`config.mk`:
```
export PLATFORM = sky130hd
export DESIGN_NAME = scatter_matrix_record_unpacker
export DESIGN_NICKNAME = d
export VERILOG_FILES = /design/src/smru_pkg.sv /design/src/scatter_matrix_record_unpacker.sv
export SDC_FILE = /design/constraint.sdc
export NUM_CORES = 2
export LEC_CHECK = 0
export BUFFER_PORTS_ARGS = -buffer_cell sky130_fd_sc_hd__buf_2
export CORE_ASPECT_RATIO = 1.5
export CORE_MARGIN = 2
export CORE_UTILIZATION = 55
export CTS_CLUSTER_DIAMETER = 150
export DETAILED_ROUTE_END_ITERATION = 6
export GPL_TIMING_DRIVEN = 0
export PLACE_DENSITY = 0.76
export SYNTH_ARGS = -nofsm -noshare
export SYNTH_HDL_FRONTEND = slang
export SYNTH_SLANG_ARGS = --single-unit
```
`constraint.sdc`:
```
create_clock -name clk -period 15.47 [get_ports clk]
set_clock_uncertainty 0.05 [all_clocks]
set_input_delay 0 -clock clk [delete_from_list [all_inputs] [get_ports clk]]
set_output_delay 0 -clock clk [all_outputs]
set_load 0.005 [all_outputs]
```
`src/smru_pkg.sv`:
```
package smru_pkg;

    // Record-walk phases, one-hot
    typedef enum logic [4:0] {
        PH_IDLE    = 5'b00001,
        PH_HEADER  = 5'b00010,
        PH_LENGTH  = 5'b00100,
        PH_CONTROL = 5'b01000,
        PH_DATA    = 5'b10000
    } phase_t;

    // Status codes on the response
    localparam logic [2:0] ST_IDLE    = 3'd0;
    localparam logic [2:0] ST_BUSY    = 3'd1;
    localparam logic [2:0] ST_TERM    = 3'd2;
    localparam logic [2:0] ST_LIMIT   = 3'd3;
    localparam logic [2:0] ST_ILLEGAL = 3'd4;

    // Configuration register indexes
    localparam logic [1:0] CFG_SELF_DEFINING = 2'd0;
    localparam logic [1:0] CFG_MAX_LENGTH    = 2'd1;
    localparam logic [1:0] CFG_GROUP_COUNT   = 2'd2;

    localparam logic [19:0] LIM_MAX = 20'hFFFFF;

    // Reciprocal constants: x / 1000 = (x * M1K) >> 38, x / 1000000 = (x * M1M) >> 50,
    // exact for any 32-bit unsigned x
    localparam logic [63:0] M1K = 64'd274877907;
    localparam logic [63:0] M1M = 64'd1125899907;

    function automatic logic [31:0] swap32(input logic [31:0] w);
        return {w[7:0], w[15:8], w[23:16], w[31:24]};
    endfunction

endpackage

```
`src/scatter_matrix_record_unpacker.sv`:
```
// Each request passes through the input register, then the result register, before
// its response is valid.
// Throughput: one request per cycle without stall; every request yields exactly one response.
// Under response stall the input register still takes one more request, then req_stall rises.
// Reset (rst_n low, asynchronous): walk goes idle, counters clear, config returns to
// self_defining = 0, max_length = 0, group_count = 1; no response is pending.
module scatter_matrix_record_unpacker
    import smru_pkg::*;
#(
    parameter int MAX_GROUPS = 999
)
(
    input  logic        clk,
    input  logic        rst_n,
    // configuration write port
    input  logic        cfg_write,
    input  logic [1:0]  cfg_index,
    input  logic [19:0] cfg_data,
    // request channel
    input  logic        req_valid,
    output logic        req_stall,
    input  logic [31:0] word,
    input  logic        start_req,
    // response channel
    output logic        rsp_valid,
    input  logic        rsp_stall,
    output logic        write_valid,
    output logic [19:0] address,
    output logic [31:0] value,
    output logic [2:0]  status
);

    localparam logic [9:0] GROUPS_CAP = 10'(MAX_GROUPS);

    // ---------------------------------------------------------------
    // Configuration registers
    // ---------------------------------------------------------------
    logic        self_defining_reg;
    logic [19:0] max_length_reg;
    logic [9:0]  group_count_reg;

    always_ff @(posedge clk or negedge rst_n)
    begin
        if (!rst_n)
        begin
            self_defining_reg <= 1'b0;
            max_length_reg    <= '0;
            group_count_reg   <= 10'd1;
        end
        else if (cfg_write)
        begin
            unique case (cfg_index)
                CFG_SELF_DEFINING: self_defining_reg <= cfg_data[0];
                CFG_MAX_LENGTH:    max_length_reg    <= cfg_data;
                CFG_GROUP_COUNT:   group_count_reg   <= cfg_data[9:0];
                default:           ;
            endcase
        end
    end

    // ---------------------------------------------------------------
    // Handshake: input register -> decode/state -> result register
    // ---------------------------------------------------------------
    logic        s1_valid_reg;
    logic [31:0] s1_word_reg;     // already byte-swapped
    logic        s1_start_reg;
    logic        rsp_valid_reg;
    logic        req_take;
    logic        advance;

    // The request in the input register moves on whenever the result slot is free
    // or being drained this cycle.
    assign advance   = s1_valid_reg && (!rsp_valid_reg || !rsp_stall);
    assign req_stall = s1_valid_reg && !advance;
    assign req_take  = req_valid && !req_stall;
    assign rsp_valid = rsp_valid_reg;

    always_ff @(posedge clk or negedge rst_n)
    begin
        if (!rst_n)
        begin
            s1_valid_reg  <= 1'b0;
            rsp_valid_reg <= 1'b0;
        end
        else
        begin
            if (req_take)
                s1_valid_reg <= 1'b1;
            else if (advance)
                s1_valid_reg <= 1'b0;

            if (advance)
                rsp_valid_reg <= 1'b1;
            else if (!rsp_stall)
                rsp_valid_reg <= 1'b0;
        end
    end

    always_ff @(posedge clk)
    begin
        if (req_take)
        begin
            s1_word_reg  <= swap32(word);
            s1_start_reg <= start_req;
        end
    end

    // ---------------------------------------------------------------
    // Record walk state
    // ---------------------------------------------------------------
    phase_t      phase_reg, phase_next;
    logic [19:0] words_used_reg, words_used_next;
    logic [19:0] length_limit_reg, length_limit_next;
    logic [9:0]  source_now_reg, source_now_next;
    logic [9:0]  source_first_reg, source_first_next;
    logic [9:0]  sink_now_reg, sink_now_next;

    // Effective group count, capped by the build limit
    logic [9:0] groups;
    assign groups = (group_count_reg > GROUPS_CAP) ? GROUPS_CAP : group_count_reg;

    // Control word decode: first.last.sink as decimal fields, via reciprocal multiplies
    logic [63:0] q1k_prod;
    logic [63:0] q1m_prod;
    logic [22:0] q1k;            // word / 1000
    logic [12:0] first_src;      // word / 1000000
    logic [31:0] sink_rem;
    logic [22:0] last_rem;
    logic [9:0]  ctl_sink;
    logic [9:0]  ctl_last;
    logic        ctl_bad;

    assign q1k_prod  = {32'd0, s1_word_reg} * M1K;
    assign q1m_prod  = {32'd0, s1_word_reg} * M1M;
    assign q1k       = q1k_prod[60:38];
    assign first_src = q1m_prod[62:50];
    assign sink_rem  = s1_word_reg - 32'({9'd0, q1k} * 32'd1000);
    assign last_rem  = q1k - 23'({10'd0, first_src} * 23'd1000);
    assign ctl_sink  = sink_rem[9:0];
    assign ctl_last  = last_rem[9:0];
    assign ctl_bad   = (ctl_sink == '0) || (ctl_last == '0) || (first_src == '0) ||
                       (ctl_sink > groups) || (ctl_last > groups) ||
                       (first_src > 13'(groups));

    // Matrix address of the current data word (row = source - 1, column = sink - 1)
    logic [19:0] row_prod;
    logic [20:0] addr_sum;
    assign row_prod = 20'(source_now_reg - 10'd1) * 20'(groups);
    assign addr_sum = 21'(row_prod) + 21'(sink_now_reg) - 21'd1;

    // Saturating word count for control and data words
    logic [19:0] words_inc;
    assign words_inc = (words_used_reg == LIM_MAX) ? LIM_MAX : words_used_reg + 20'd1;

    // Limit taken from the stream: negative reads as zero, large values saturate
    logic [19:0] stream_limit;
    assign stream_limit = s1_word_reg[31] ? 20'd0 :
                          (s1_word_reg > 32'(LIM_MAX)) ? LIM_MAX : s1_word_reg[19:0];

    logic        wv_next;
    logic [19:0] addr_next;
    logic [31:0] val_next;
    logic [2:0]  st_next;

    always_comb
    begin
        phase_next        = phase_reg;
        words_used_next   = words_used_reg;
        length_limit_next = length_limit_reg;
        source_now_next   = source_now_reg;
        source_first_next = source_first_reg;
        sink_now_next     = sink_now_reg;
        wv_next           = 1'b0;
        addr_next         = '0;
        val_next          = '0;
        st_next           = ST_IDLE;

        priority if (s1_start_reg)
        begin
            // a start always restarts, even mid-record
            phase_next = PH_HEADER;
            st_next    = ST_BUSY;
        end
        else
        begin
            unique case (phase_reg)
                PH_HEADER:
                begin
                    if (self_defining_reg)
                    begin
                        phase_next = PH_LENGTH;
                        st_next    = ST_BUSY;
                    end
                    else
                    begin
                        length_limit_next = max_length_reg;
                        words_used_next   = '0;
                        phase_next        = (max_length_reg == '0) ? PH_IDLE : PH_CONTROL;
                        st_next           = (max_length_reg == '0) ? ST_LIMIT : ST_BUSY;
                    end
                end
                PH_LENGTH:
                begin
                    length_limit_next = stream_limit;
                    words_used_next   = '0;
                    phase_next        = (stream_limit == '0) ? PH_IDLE : PH_CONTROL;
                    st_next           = (stream_limit == '0) ? ST_LIMIT : ST_BUSY;
                end
                PH_CONTROL:
                begin
                    words_used_next = words_inc;
                    if ((s1_word_reg == '0) || s1_word_reg[31])
                    begin
                        phase_next = PH_IDLE;
                        st_next    = ST_TERM;
                    end
                    else if (ctl_bad)
                    begin
                        phase_next = PH_IDLE;
                        st_next    = ST_ILLEGAL;
                    end
                    else if (first_src > 13'(ctl_last))
                    begin
                        // empty source range: no data follows, limit checked now
                        phase_next = (words_inc >= length_limit_reg) ? PH_IDLE : PH_CONTROL;
                        st_next    = (words_inc >= length_limit_reg) ? ST_LIMIT : ST_BUSY;
                    end
                    else
                    begin
                        source_now_next   = ctl_last;
                        source_first_next = first_src[9:0];
                        sink_now_next     = ctl_sink;
                        phase_next        = PH_DATA;
                        st_next           = ST_BUSY;
                    end
                end
                PH_DATA:
                begin
                    words_used_next = words_inc;
                    wv_next         = 1'b1;
                    val_next        = s1_word_reg;
                    addr_next       = addr_sum[19:0];
                    if (source_now_reg <= source_first_reg)
                    begin
                        // group done; the limit is tested here, or in the control phase on an empty source range
                        phase_next = (words_inc >= length_limit_reg) ? PH_IDLE : PH_CONTROL;
                        st_next    = (words_inc >= length_limit_reg) ? ST_LIMIT : ST_BUSY;
                    end
                    else
                    begin
                        source_now_next = source_now_reg - 10'd1;
                        st_next         = ST_BUSY;
                    end
                end
                PH_IDLE:
                begin
                    // trailing padding, ignored until the next start
                    phase_next = PH_IDLE;
                    st_next    = ST_IDLE;
                end
                default:
                begin
                    phase_next = PH_IDLE;
                    st_next    = ST_IDLE;
                end
            endcase
        end
    end

    always_ff @(posedge clk or negedge rst_n)
    begin
        if (!rst_n)
        begin
            phase_reg        <= PH_IDLE;
            words_used_reg   <= '0;
            length_limit_reg <= '0;
            source_now_reg   <= '0;
            source_first_reg <= '0;
            sink_now_reg     <= '0;
        end
        else if (advance)
        begin
            phase_reg        <= phase_next;
            words_used_reg   <= words_used_next;
            length_limit_reg <= length_limit_next;
            source_now_reg   <= source_now_next;
            source_first_reg <= source_first_next;
            sink_now_reg     <= sink_now_next;
        end
    end

    // ---------------------------------------------------------------
    // Result register
    // ---------------------------------------------------------------
    logic        write_valid_reg;
    logic [19:0] address_reg;
    logic [31:0] value_reg;
    logic [2:0]  status_reg;

    always_ff @(posedge clk)
    begin
        if (advance)
        begin
            write_valid_reg <= wv_next;
            address_reg     <= addr_next;
            value_reg       <= val_next;
            status_reg      <= st_next;
        end
    end

    assign write_valid = write_valid_reg;
    assign address     = address_reg;
    assign value       = value_reg;
    assign status      = status_reg;

endmodule

```
==> results.py <==
metrics = {
    "logic_synthesis": {
        "ys.flop_type": "dfrtp_1",
        "synth_edf_count": 89,
        "ys_seq_elements": 197,
        "syn_nets": 5990,
        "synthCells": 4374,
        "synth.distinct_cells": 91,
        "synthArstFlopShare": 0.548,
        "avgSynthCellArea_um2": 10.0,
        "syn_area_um2": 43900,
        "seq_area_frac_synth": 0.122,
        "synth.yosys.warnings": 0,
    },
    "timing": {
        "fmax_ghz": 0.0662,
        "worst_slew_pin_slew_ns": 1.47,
        "fin_crit_sh": 0.977,
        "report.final.hold_viol_count": 0,
        "hold_ws_ns": 0.0180,
        "rsz0062_at_grt": "false",
        "slew_viol_final": 0,
        "finalSetupViolCount": 0,
        "fin_ws_ns": 0.359,
        "slew_headroom": 0.0215,
        "period_needed_ns": 15.11,
    },
    "route": {
        "drt_iter0_drc": 2290,
        "vias_per_cell": 5.74,
        "num_vias": 32600,
        "wl_per_cell_um": 23.5,
        "drt_wl_total_um": 133000,
        "drtAntennaViolNets": 0,
        "first_pass_iters": 7,
        "drc_errors": 0,
    },
    "cts": {
        "cts_tree": "yes",
        "clk_latency_ns": 0.50,
        "path_clk_slew_ns": 0.09,
        "cts.sinks": 197,
        "htree_levels": 4,
        "clockBufferDepth": 2,
        "cts_buffers": 17,
        "root_buffer": "clkbuf_16",
    },
    "finish": {
        "n_antenna_cell": 0,
        "fin_cells": 5689,
        "drive_above_1_share": 0.0701,
        "area_delta_synth_final_pct": 8.77,
        "nets": 6268,
    },
    "grt": {
        "grt_use_met3": 0.0507,
        "grt-busiest-layer": "met2",
        "met1_usage": 0.348,
        "overflow": 0,
        "grt_use_met2": 0.559,
        "grt_pass1_wl_um": 203000,
        "antenna_found_initial": 0,
        "grt_max_degree": 63,
        "grt_pass1_vias": 35600,
        "grt_usage": 0.332,
    },
    "critical_path": {
        "cp-start-kind": "register",
        "setup.worst_path.end_class": "register",
        "crit_top_cell": "ha_1",
        "cp.required_ns": 15.80,
        "crit_path_top_delay_cell": "edfxtp_1",
        "crit_type": "register to register",
        "arrival_ns": 15.44,
        "critPathMaxFanout": 16,
        "cp_slowest_stage_delay_ns": 1.20,
    },
    "floorplanning": {
        "core_um2": 78800,
        "die_area_um2": 82200,
        "initial_utilization": 0.557,
        "die_w_um": 235,
        "ios": 118,
        "rows": 126,
        "die_height_um": 350,
    },
    "placement": {
        "dp_cells": 5519,
        "hpwl_um": 109000,
        "pre_cts_ws_ns": -0.712,
        "gp_congestion": 1.04,
        "place.port_buffers": 117,
    },
    "worst_hold_path": {
        "hold_class": "input pin to asynchronous set/reset pin",
    },
    "flow_run": {
        "maxCapViolations": 0,
    },
    "run_status": {
        "status": "complete, no violations",
    },
}
==> final cells by class <==
type / instances / area (um^2)
buffer: 60 / 251
inverter: 1252 / 4710
multi-input combinational: 2865 / 33600
clock inverter: 14 / 150
clock buffer: 18 / 429
sequential: 197 / 5380
tap: 1024 / 1280
fill: 6289 / 31000
timing repair buffer: 259 / 1950
==> routing by layer <==
metal  routed length (um)  vias to the layer above
met2                63900                     1565
met5                    0                        -
li1                     -                    14300
met1                44500                    16100
met3                 8780                      658
met4                16300                        0
==> timing repair <==
item	in CTS	in global routing
resized for setup	2	6
hold buffers	60	0
endpoints found under the setup margin	33	30
buffers inserted	9	69
pin swaps	1	0
endpoints found under the hold margin	145	0
==> metrics by stage <==
stage	util	setup TNS, ns	cell area [um^2]
2_1_floorplan	-	0	43900
3_3_place_gp	0.581	-6.37	45800
3_5_place_dp	0.582	-13.33	45900
4_1_cts	0.598	0	47200
5_1_grt	0.606	0	47800
6_report	0.606	0	47800
==> placed cells by master (no fill, tap or decap), drive strengths merged, types with 6 or more instances in the layout <==
cell and n:
a21oi 146, clkinv 7, and3 25, and2 39
xor2 46, and4 9, nand3 46, or3 9
nor3 53, mux2 50, o31ai 6, or2 14
a211o 8, dlygate4sd3 60, o21a 33, ha 770
nand2 175, a22o 20, a21boi 7, a21o 38
o21bai 11, xnor2 83, o21ai 94, dfrtp 106
buf 203, clkbuf 74, nand2b 26, mux2i 10
nor2 152, a211oi 37, fa 786, edfxtp 89
inv 1254, nor4 10, o211ai 20, nor2b 14
a31oi 17, nand4 31
==> final timing paths <==
kind,from,slack [ns],end,cells past startpoint
worst min-delay path,rst_n,0.02,words_used_reg[17]$_DFFE_PN0P_,2
worst max register to register,s1_word_reg[2]$_DFFE_PP_,0.36,source_now_reg[8]$_DFFE_PN0P_,45
max in group asynchronous,rst_n,14.57,phase_reg[0]$_DFFE_PN1P_,3
worst min register to register,length_limit_reg[0]$_DFFE_PN0P_,0.46,length_limit_reg[0]$_DFFE_PN0P_,2
min in group clk,word[2],0.17,s1_word_reg[26]$_DFFE_PP_,2
worst max-delay path,s1_word_reg[2]$_DFFE_PP_,0.36,source_now_reg[8]$_DFFE_PN0P_,45
==> synth_stat cells (9+ instances only) <==
library cell	number	area (um^2)
xor2_1	45	394
or3_1	9	56.3
clkbuf_1	56	210
a31oi_1	16	100
o211ai_1	19	143
nor2b_1	14	87.6
mux2i_1	10	100
xnor2_1	81	709
mux2_2	34	383
or2_2	14	87.6
o21bai_1	11	82.6
a22o_1	20	175
dfrtp_1	106	2650
and2_1	39	244
mux2_4	16	240
o21ai_0	91	455
edfxtp_1	89	2670
nor4_1	10	62.6
nor3_1	52	260
o21a_1	33	248
inv_1	1250	4690
a211oi_1	37	278
and3_1	25	156
a21oi_1	145	726
nand3_1	46	230
nor2_1	152	571
and4_1	9	78.8
nand2b_1	26	163
nand4_1	30	188
ha_1	770	9630
a21o_1	38	285
nand2_1	174	653
fa_1	786	15700
==> critical path, delay by kind of cell, from the launching register on <==
family	cells	cell delay, ns
fa+ha+maj	15	6.44
simple gates	7	1.66
flops	1	1.20
buf+inv	6	1.23
xor+xnor	7	2.02
compound gates	10	2.32
==> logic make-up (layout without fill, tap and decap cells) <==
logic type	after synthesis	count (layout)	share of synthesized area
muxes	60	60	0.0165
buffers and inverters	1312	1603	0.113
DFF	197	197	0.122
xor gates and xnor gates	132	132	0.0278
adders and majority gates	1558	1558	0.578
and+or+nand+nor	623	623	0.0689
AOI/OAI and AO/OA	492	492	0.0736
Power is left out: the tool's default activity adds up to more than one toggle a clock period on the data nets, which glitch-free logic cannot reach.
